[src/rtl/tvs_pkg.sv]
// Types and constants of the Tversky similarity pipeline.
// No dependencies; other modules use it by scoped names.
`timescale 1ns / 1ps
`default_nettype none

package tvs_pkg;

  localparam int unsigned CntW         = 12;
  localparam int unsigned WgtW         = 16;
  localparam int unsigned SimW         = 16;
  localparam int unsigned ProdW        = CntW + WgtW;
  localparam int unsigned DenW         = ProdW + 2;
  localparam int unsigned NumShift     = 29;
  localparam int unsigned NumW         = CntW + NumShift;
  localparam int unsigned QuoW         = 16;
  localparam int unsigned DsW          = DenW + QuoW - 1;
  localparam int unsigned CmpW         = DsW + 1;
  localparam int unsigned BitsPerStage = 2;
  localparam int unsigned DivStages    = QuoW / BitsPerStage;
  localparam int unsigned OneShiftQ14  = 14;
  localparam int unsigned CfgIdxW      = 2;

  localparam logic [SimW-1:0] OneQ15 = 16'h8000;
  localparam logic [WgtW-1:0] OneQ14 = 16'h4000;

  typedef enum logic [CfgIdxW-1:0] {
    CfgWeightA  = 2'd0,
    CfgWeightB  = 2'd1,
    CfgZeroMode = 2'd2
  } cfg_idx_e;

  typedef struct packed {
    logic [CntW-1:0] count_first;
    logic [CntW-1:0] count_second;
    logic [CntW-1:0] common_count;
  } in_item_t;

  typedef struct packed {
    logic [SimW-1:0] similarity;
    logic            bad_input;
  } out_item_t;

  typedef struct packed {
    logic [WgtW-1:0] weight_a;
    logic [WgtW-1:0] weight_b;
    logic            zero_count_mode;
  } cfg_t;

  typedef struct packed {
    logic [ProdW-1:0] p_first;
    logic [ProdW-1:0] p_second;
    logic [CntW-1:0]  common;
    logic [CntW:0]    other_inc;
    logic             bad_common;
    logic             both_zero;
    logic             one_zero;
    logic             zero_mode;
  } mul_t;

  typedef struct packed {
    logic [NumW-1:0] rem;
    logic [DsW-1:0]  ds;
    logic [QuoW-1:0] quo;
    logic            force_en;
    logic [SimW-1:0] force_sim;
    logic            bad;
  } div_t;

endpackage

`default_nettype wire

[src/rtl/tvs_front.sv]
// Front of the pipeline: weight products, then denominator and case selection.
// Depends on tvs_pkg; feeds tvs_div.
`timescale 1ns / 1ps
`default_nettype none

module tvs_front (
  input  wire logic             clk_i,
  input  wire logic             rst_ni,
  input  wire tvs_pkg::cfg_t    cfg_i,
  input  wire logic             valid_i,
  output logic                  ready_o,
  input  wire tvs_pkg::in_item_t data_i,
  output logic                  valid_o,
  input  wire logic             ready_i,
  output tvs_pkg::div_t         data_o
);

  logic                       mul_valid_q;
  logic                       mul_ready;
  tvs_pkg::mul_t              mul_d, mul_q;
  logic                       div_valid_q;
  tvs_pkg::div_t              div_d, div_q;
  logic [tvs_pkg::CntW-1:0]   diff_first, diff_second;
  logic [tvs_pkg::DenW-1:0]   den_sum;
  logic [tvs_pkg::DenW-1:0]   den_sel;

  assign mul_ready = !div_valid_q || ready_i;
  assign ready_o   = !mul_valid_q || mul_ready;

  // product stage
  always_comb begin
    diff_first  = data_i.count_first - data_i.common_count;
    diff_second = data_i.count_second - data_i.common_count;
    mul_d = '0;
    mul_d.p_first    = tvs_pkg::ProdW'(cfg_i.weight_a) * tvs_pkg::ProdW'(diff_first);
    mul_d.p_second   = tvs_pkg::ProdW'(cfg_i.weight_b) * tvs_pkg::ProdW'(diff_second);
    mul_d.common     = data_i.common_count;
    mul_d.bad_common = (data_i.common_count > data_i.count_first) ||
                       (data_i.common_count > data_i.count_second);
    mul_d.both_zero  = (data_i.count_first == '0) && (data_i.count_second == '0);
    mul_d.one_zero   = (data_i.count_first == '0) || (data_i.count_second == '0);
    mul_d.zero_mode  = cfg_i.zero_count_mode;
    mul_d.other_inc  = ((data_i.count_first == '0) ? {1'b0, data_i.count_second}
                                                   : {1'b0, data_i.count_first}) +
                       (tvs_pkg::CntW + 1)'(1);
  end

  always_ff @(posedge clk_i or negedge rst_ni) begin
    if (!rst_ni) begin
      mul_valid_q <= 1'b0;
    end else if (ready_o) begin
      mul_valid_q <= valid_i;
    end
  end

  always_ff @(posedge clk_i) begin
    if (valid_i && ready_o) begin
      mul_q <= mul_d;
    end
  end

  // denominator and special-case stage
  always_comb begin
    den_sum = tvs_pkg::DenW'(mul_q.p_first) + tvs_pkg::DenW'(mul_q.p_second) +
              (tvs_pkg::DenW'(mul_q.common) << tvs_pkg::OneShiftQ14);
    den_sel = '0;
    div_d   = '0;
    priority if (mul_q.bad_common) begin
      div_d.force_en = 1'b1;
      div_d.bad      = 1'b1;
    end else if (mul_q.both_zero) begin
      div_d.force_en  = 1'b1;
      div_d.force_sim = tvs_pkg::OneQ15;
    end else if (mul_q.one_zero) begin
      if (mul_q.zero_mode) begin
        div_d.rem = tvs_pkg::NumW'(tvs_pkg::OneQ15);
        den_sel   = tvs_pkg::DenW'(mul_q.other_inc);
      end else begin
        div_d.force_en = 1'b1;
      end
    end else if (den_sum == '0) begin
      div_d.force_en = 1'b1;
      div_d.bad      = 1'b1;
    end else begin
      div_d.rem = tvs_pkg::NumW'(mul_q.common) << tvs_pkg::NumShift;
      den_sel   = den_sum;
    end
    div_d.ds = tvs_pkg::DsW'(den_sel) << (tvs_pkg::QuoW - 1);
  end

  always_ff @(posedge clk_i or negedge rst_ni) begin
    if (!rst_ni) begin
      div_valid_q <= 1'b0;
    end else if (mul_ready) begin
      div_valid_q <= mul_valid_q;
    end
  end

  always_ff @(posedge clk_i) begin
    if (mul_valid_q && mul_ready) begin
      div_q <= div_d;
    end
  end

  assign valid_o = div_valid_q;
  assign data_o  = div_q;

endmodule

`default_nettype wire

[src/rtl/tvs_div_stage.sv]
// One divider stage: two restoring quotient steps, then a register.
// Depends on tvs_pkg; chained by tvs_div.
`timescale 1ns / 1ps
`default_nettype none

module tvs_div_stage (
  input  wire logic          clk_i,
  input  wire logic          rst_ni,
  input  wire logic          valid_i,
  output logic               ready_o,
  input  wire tvs_pkg::div_t data_i,
  output logic               valid_o,
  input  wire logic          ready_i,
  output tvs_pkg::div_t      data_o
);

  logic          valid_q;
  tvs_pkg::div_t data_q;
  tvs_pkg::div_t walk [tvs_pkg::BitsPerStage+1];
  logic          fits [tvs_pkg::BitsPerStage];

  assign ready_o = !valid_q || ready_i;

  // compare, subtract, shift in the quotient bit, halve the divisor
  always_comb begin
    walk[0] = data_i;
    for (int unsigned s = 0; s < tvs_pkg::BitsPerStage; s++) begin
      walk[s+1] = walk[s];
      fits[s]   = tvs_pkg::CmpW'(walk[s].rem) >= tvs_pkg::CmpW'(walk[s].ds);
      if (fits[s]) begin
        walk[s+1].rem = walk[s].rem - tvs_pkg::NumW'(walk[s].ds);
      end
      walk[s+1].quo = {walk[s].quo[tvs_pkg::QuoW-2:0], fits[s]};
      walk[s+1].ds  = walk[s].ds >> 1;
    end
  end

  always_ff @(posedge clk_i or negedge rst_ni) begin
    if (!rst_ni) begin
      valid_q <= 1'b0;
    end else if (ready_o) begin
      valid_q <= valid_i;
    end
  end

  always_ff @(posedge clk_i) begin
    if (valid_i && ready_o) begin
      data_q <= walk[tvs_pkg::BitsPerStage];
    end
  end

  assign valid_o = valid_q;
  assign data_o  = data_q;

endmodule

`default_nettype wire

[src/rtl/tvs_div.sv]
// Pipelined restoring divider: a chain of tvs_div_stage, two quotient bits each.
// Depends on tvs_pkg and tvs_div_stage.
`timescale 1ns / 1ps
`default_nettype none

module tvs_div (
  input  wire logic          clk_i,
  input  wire logic          rst_ni,
  input  wire logic          valid_i,
  output logic               ready_o,
  input  wire tvs_pkg::div_t data_i,
  output logic               valid_o,
  input  wire logic          ready_i,
  output tvs_pkg::div_t      data_o
);

  logic [tvs_pkg::DivStages:0] chain_valid;
  logic [tvs_pkg::DivStages:0] chain_ready;
  tvs_pkg::div_t               chain_data [tvs_pkg::DivStages+1];

  assign chain_valid[0]                  = valid_i;
  assign chain_data[0]                   = data_i;
  assign ready_o                         = chain_ready[0];
  assign chain_ready[tvs_pkg::DivStages] = ready_i;
  assign valid_o                         = chain_valid[tvs_pkg::DivStages];
  assign data_o                          = chain_data[tvs_pkg::DivStages];

  for (genvar g = 0; g < tvs_pkg::DivStages; g++) begin : g_stage
    tvs_div_stage u_stage (
      .clk_i   (clk_i),
      .rst_ni  (rst_ni),
      .valid_i (chain_valid[g]),
      .ready_o (chain_ready[g]),
      .data_i  (chain_data[g]),
      .valid_o (chain_valid[g+1]),
      .ready_i (chain_ready[g+1]),
      .data_o  (chain_data[g+1])
    );
  end

endmodule

`default_nettype wire

[src/rtl/tversky_similarity.sv]
// Top level of the Tversky similarity block: configuration registers,
// front stages, pipelined divider and output register. Depends on tvs_pkg.
//
//   Channel  Direction  Handshake                Payload
//   in       sink       in_valid_i / in_ready_o   tvs_pkg::in_item_t
//   out      source     out_valid_o / out_ready_i tvs_pkg::out_item_t
//   cfg      sink       cfg_valid_i / cfg_ready_o cfg_index_i, cfg_data_i
//
// One transaction enters per cycle unless back-pressure stalls the input;
// each passes from input to output through the product stage, denominator
// stage, eight divider stages of two quotient bits each and output register.
// Reset clears every valid bit and loads the weights with 1.0 and mode 0.
// A stage holds only while the stage after it is full and stalled, so bubbles
// close up and input is taken while a result waits at the output.
`timescale 1ns / 1ps
`default_nettype none

module tversky_similarity (
  input  wire logic                            clk_i,
  input  wire logic                            rst_ni,
  input  wire logic                            in_valid_i,
  output logic                                 in_ready_o,
  input  wire tvs_pkg::in_item_t               in_data_i,
  output logic                                 out_valid_o,
  input  wire logic                            out_ready_i,
  output tvs_pkg::out_item_t                   out_data_o,
  input  wire logic                            cfg_valid_i,
  output logic                                 cfg_ready_o,
  input  wire logic [tvs_pkg::CfgIdxW-1:0]     cfg_index_i,
  input  wire logic [tvs_pkg::WgtW-1:0]        cfg_data_i
);

  tvs_pkg::cfg_t      cfg_q;
  logic               front_valid, front_ready;
  tvs_pkg::div_t      front_data;
  logic               div_valid, div_ready;
  tvs_pkg::div_t      div_data;
  logic               out_valid_q;
  tvs_pkg::out_item_t out_d, out_q;

  assign cfg_ready_o = 1'b1;

  always_ff @(posedge clk_i or negedge rst_ni) begin
    if (!rst_ni) begin
      cfg_q.weight_a        <= tvs_pkg::OneQ14;
      cfg_q.weight_b        <= tvs_pkg::OneQ14;
      cfg_q.zero_count_mode <= 1'b0;
    end else if (cfg_valid_i) begin
      unique case (cfg_index_i)
        tvs_pkg::CfgWeightA:  cfg_q.weight_a        <= cfg_data_i;
        tvs_pkg::CfgWeightB:  cfg_q.weight_b        <= cfg_data_i;
        tvs_pkg::CfgZeroMode: cfg_q.zero_count_mode <= cfg_data_i[0];
        default: ;
      endcase
    end
  end

  tvs_front u_front (
    .clk_i   (clk_i),
    .rst_ni  (rst_ni),
    .cfg_i   (cfg_q),
    .valid_i (in_valid_i),
    .ready_o (in_ready_o),
    .data_i  (in_data_i),
    .valid_o (front_valid),
    .ready_i (front_ready),
    .data_o  (front_data)
  );

  tvs_div u_div (
    .clk_i   (clk_i),
    .rst_ni  (rst_ni),
    .valid_i (front_valid),
    .ready_o (front_ready),
    .data_i  (front_data),
    .valid_o (div_valid),
    .ready_i (div_ready),
    .data_o  (div_data)
  );

  assign div_ready = !out_valid_q || out_ready_i;

  always_comb begin
    out_d.similarity = div_data.force_en ? div_data.force_sim : div_data.quo;
    out_d.bad_input  = div_data.bad;
  end

  always_ff @(posedge clk_i or negedge rst_ni) begin
    if (!rst_ni) begin
      out_valid_q <= 1'b0;
    end else if (div_ready) begin
      out_valid_q <= div_valid;
    end
  end

  always_ff @(posedge clk_i) begin
    if (div_valid && div_ready) begin
      out_q <= out_d;
    end
  end

  assign out_valid_o = out_valid_q;
  assign out_data_o  = out_q;

endmodule

`default_nettype wire

[config.mk]
export PLATFORM = sky130hd
export DESIGN_NAME = tversky_similarity
export DESIGN_NICKNAME = d
export VERILOG_FILES = /design/src/rtl/tvs_pkg.sv /design/src/rtl/tvs_front.sv /design/src/rtl/tvs_div_stage.sv /design/src/rtl/tvs_div.sv /design/src/rtl/tversky_similarity.sv
export SDC_FILE = /design/constraint.sdc
export NUM_CORES = 2
export LEC_CHECK = 0
export BUFFER_PORTS_ARGS = -buffer_cell sky130_fd_sc_hd__buf_2
export CAP_MARGIN = 20
export CORE_ASPECT_RATIO = 0.5
export CORE_MARGIN = 4
export CORE_UTILIZATION = 45
export DETAILED_ROUTE_END_ITERATION = 8
export GPL_TIMING_DRIVEN = 0
export MAX_ROUTING_LAYER = met4
export RECOVER_POWER = 25
export SETUP_SLACK_MARGIN = 0.15
export SLEW_MARGIN = 10
export SYNTH_ARGS = -nofsm -noshare
export SYNTH_HDL_FRONTEND = slang
export SYNTH_SLANG_ARGS = --single-unit
[constraint.sdc]
create_clock -name clk_i -period 6 [get_ports clk_i]
set_input_delay 0.6 -clock clk_i [delete_from_list [all_inputs] [get_ports clk_i]]
set_output_delay 0.6 -clock clk_i [all_outputs]
set_load 0.03 [all_outputs]
# Word level (Yosys, flattened, before mapping)
# Cells that the tools add are included.
# Widths: inputs -> output; s select.
# totals
reg_bits,948
output_inout_bits,20
word_cells,190
in_bits,59
# classes
addsub,20
n_mux,29
multipliers,2
n_eq_ne,2
order_cmp,18
n_reduce_logical,44
# ops
op,n
$mux 41,17
$sub 41x41->41,5
$mux 30,2
$mul 16x12->28,2
$mux 16,3
$ge 41x45->1,1
$ge 41x44->1,1
$ge 41x43->1,1
$ge 41x42->1,1
$ge 41x30->1,1
$ge 41x31->1,1
$ge 41x32->1,1
$ge 41x33->1,1
$ge 41x34->1,1
$ge 41x35->1,1
$ge 41x36->1,1
$ge 41x37->1,1
$ge 41x38->1,1
$ge 41x39->1,1
$ge 41x40->1,1
$ge 41x41->1,1
$sub 41x31->41,1
$sub 41x32->41,1
$sub 41x33->41,1
25 further kinds,67

# Longest topological paths before layout
# depth
depth_word,13
ltp_mapped,35
depth_no_buf,35

# Cells and area by module
# From an unflattened synthesis, not the netlist that was laid out.
# unflattened
cells_unflattened,9736
area_unflattened_um2,97410.9
# by_module_without_submodules
module,cells_each,seq_area_each_um2,area_each_um2,instances
tvs_div_stage (u_div.g_stage[0].u_stage ...),926,3568.4,9256.4,6
tvs_front,2296,3983.8,21317.9,1
tvs_div_stage (u_div.g_stage[2].u_stage ...),886,3568.4,9271.4,2
tversky_similarity,112,1363.8,2011.9,1

# Worst setup path before layout
# OpenSTA, ideal clock, no wires.
# synth_path
path_kind,input to register
startpoint,input port in_data_i[1] in the netlist's numbering
endpoint,register u_front.mul_q[56] in the netlist's numbering (data pin)
cell_stages,32
t_arrival_ns,8.068
required_time_ns,5.740
n_path_buf,1
setup_slack_ns,-2.328
setup_ns,0.260
cell_sequence,inv_1 ha_1 nor2b_1 o21ai_0 a21boi_0 o21ai_0 a21boi_0 o21ai_0 a21boi_0 o21ai_0 nand2b_1 a21o_1 a21oi_1 clkbuf_1 mux2i_1 fa_1 fa_1 fa_1 fa_1 inv_1 fa_1 inv_1 ha_1 and2_1 a22oi_1 a31oi_1 a21oi_1 o221ai_1 o41a_1 a21oi_1 o21bai_1 xnor2_1
# synth_lines
element,line,text
"start, declared",tversky_similarity.sv:23,"input wire tvs_pkg::in_item_t in_data_i,"
"end signal, assigned",tvs_front.sv:58,mul_q <= mul_d;
"end, declared",tvs_front.sv:20,"tvs_pkg::mul_t mul_d, mul_q;"

==> results.yml <==
status:
  outcome: "finished with violations"
  violations: "negative setup slack"
flow_run:
  drv.max_cap_violation_count: 0
synth:
  syn_area_per_cell_um2: 9.48
  synth_async_sr_flop_share: 0.0604
  synth.top_cells.by_area: "edfxtp_1, ha_1, fa_1"
  synth.lib_cells_used.distinct: 99
  synthesis.nets: 8025
  synth-seq-cells: 729
  synth_seq_area_share: 0.325
  synth-edff-count: 685
  postSynth.topFlopCell: "edfxtp_1"
  post_synth_instance_area_mm2: 0.0666
  yosysTopAreaCell: "edfxtp_1"
  synth.top_cell.area_share: 0.309
  synth-warning-count: 0
  synth_cells: 7026
sta:
  timing.fmax_ghz: 0.137
  setup_slack_ns: -1.28
  worst_pin_slew_ns: 0.949
  fin_crit_share: 1.21
  setup_viol: 78
  fin_hold_ws_ns: 0.174
  grt_setup_unrepaired: "true"
  timing.final.crit_period_ns: 7.28
  final.setup_skew_ns: 0.0329
  max-slew-margin-rel: 0.363
  final-hold-violation-count: 0
  report.final.slew_viol_count: 0
grt:
  grt_start_max_net_pins: 69
  grt_overflow: 0
  first_global_vias: 52800
  global_route_usage_sum: 0.247
  wire_length_of_the_first_global_routing_pass_um: 294000
  grt_antenna_before_repair: 0
layout:
  commonest_non_fill_non_tap_cell_in_the_layout: "inv_1"
  seq_area_mm2: 0.0217
  antenna_diode_instance_count: 0
  most-common-layout-cells: "inv_1, edfxtp_1, nand2_1"
  multi_input_area_mm2: 0.0466
  number_of_fill_cells: 12700
  post_route_cells_drive_above_1_share: 0.239
  area.growth.synth_to_final_pct: 24.8
  layout.nets: 8666
routing:
  drt-wirelength-per-cell_um: 19.9
  detail_route.first_pass.iterations: 6
  via_per_inst: 5.48
  drc_errors: 0
  antenna_violating_nets_post_route: 0
  vias: 53200
  detailedRoute.firstIterationViolations: 3085
  routed_wl_um: 193000
setup_path:
  ff2ff_setup_slack_ns: -0.38
  maximum_net_fanout_on_the_critical_path: 4
  cp_data_required_time_ns: 6.39
  worst_ep_arrival_time_ns: 7.67
  cpMaxStageDelayCell: "fa_1"
  crit_end_category: "flip-flop"
  crit_type: "input pin to flip-flop"
  critPathLaunchType: "input pin"
  crit_path_max_incr_delay_ns: 0.53
placed_design:
  numPortBuffers: 77
  dp_hpwl_um: 148000
  routabilityCongestion: 0.963
die:
  placement_rows: 99
  floorplan.initialDensity: 0.455
  fp.coreArea_mm2: 0.146
  die_area_mm2: 0.155
  floorplan.die.width_um: 552
  floorplan.io_pins: 79
  die-height_um: 280
cts:
  clock_tree.buffer_depth: 3
  htreeDepth: 3
  cts_tree: "yes"
  cts.clk_slew.worst_paths_ns: 0.06
  clock_sink_count: 729
  cts_inserted_buffers: 77
  cts-root-buf: "clkbuf_16"
  worst_skew_pair.late_latency_ns: 0.66
min_path:
  hold_path_class: "input pin to flip-flop"
[state kept, by name, indices dropped and copies added, names as in the netlist]
signal	count
cfg_q	33
u_div.g_stage.u_stage.valid_o	8
out_data_o	17
u_div.g_stage.u_stage.data_o	537
u_front.data_o	46
u_front.mul_q	85
out_valid_o	1
u_front.mul_valid_q	1
u_front.valid_o	1
[final cells by class]
type	count	area share
Buffer	179	0.0218
Clock buffer	90	0.0246
Clock inverter	50	0.00633
Inverter	775	0.0361
Multi-Input combinational cell	5342	0.560
Sequential cell	729	0.261
Tap cell	1969	0.0296
Timing Repair Buffer	563	0.0606
[critical path, delay by kind of cell]
kind                     cells  cell delay (ns)
adder cells (fa/ha/maj)      7             3.07
AO/OA/AOI/OAI               14             2.19
AND/OR/NAND/NOR              4             0.75
buffers and inverters        6             0.57
XOR/XNOR                     2             0.46
[metal layers]
metal / track usage / share of wire / vias to the layer above
met3: 0.0238 / 0.031 / 455
met5: - / 0 / -
li1: - / - / 26100
met4: 0.115 / 0.059 / 0
met1: 0.285 / 0.41 / 25400
met2: 0.436 / 0.50 / 1211
[final timing paths]
path | start | end | depth (start not counted)
worst min-delay path | in_valid_i | u_front.mul_valid_q$_DFFE_PN0N_ | 2
max in group asynchronous | rst_ni | cfg_q[31]$_DFFE_PN1P_ | 3
min in group asynchronous | rst_ni | u_div.g_stage[1].u_stage.valid_o$_DFFE_PN0P_ | 2
worst max register to register | cfg_q[18]$_DFFE_PN0P_ | u_front.mul_q[81]$_DFFE_PP_ | 22
worst min register to register | u_div.g_stage[1].u_stage.data_o[21]$_DFFE_PP_ | u_div.g_stage[2].u_stage.data_o[23]$_DFFE_PP_ | 0
worst max-delay path | in_data_i[1] | u_front.mul_q[56]$_DFFE_PP_ | 33
[logic make-up (layout without fill, tap and decap cells)]
kind of cell / Yosys count / count (layout) / share of synthesized area
xor+xnor: 475 / 475 / 0.0624
simple gates: 2014 / 2014 / 0.148
buf+inv: 955 / 1657 / 0.0549
mux: 240 / 240 / 0.0413
compound gates: 1672 / 1672 / 0.159
flops: 729 / 729 / 0.325
fa+ha+maj: 940 / 940 / 0.209
other cells: 1 / 1 / 0.0000563
[cells in the mapped netlist, types with 41 or more instances]
master,instances
dfrtp_1,42
and3_1,66
a21o_1,234
a31oi_1,51
nor3_1,118
and2_1,146
nor2b_1,97
mux2_2,176
nand3_1,107
xnor2_1,335
o21ai_0,368
nor2_1,422
nand2_1,648
o21bai_1,73
clkbuf_1,151
nand2b_1,163
fa_1,292
xor2_1,140
o31ai_1,41
or3_1,43
o21a_1,72
a211oi_1,49
a21oi_1,519
ha_1,648
inv_1,773
edfxtp_1,685
nand4_1,61
[metrics by stage]
stage	instance area [µm²]	instances	setup WS [ns]	util	TNS, ns
floorplan	67300	7026	-1.36	-	-23.91
CTS	79000	9510	-1.30	0.540	-24.32
global route	83200	9697	-1.46	0.568	-52.37
global placement	70100	9072	-2.73	0.479	-685.30
detailed placement	70500	9088	-2.74	0.482	-460.84
finish	83200	9697	-1.28	0.568	-28.17
[timing repair]
item,4_1_cts,5_1_grt
gates cloned,11,8
pin swaps,241,320
gates resized for setup,812,665
endpoints found under the setup margin,291,289
hold endpoints to repair,11,0
buffers inserted,271,178
hold buffers,1,0
Power is not shown: default switching activity piles up to over one toggle a cycle in this logic, so the estimate is an artifact.
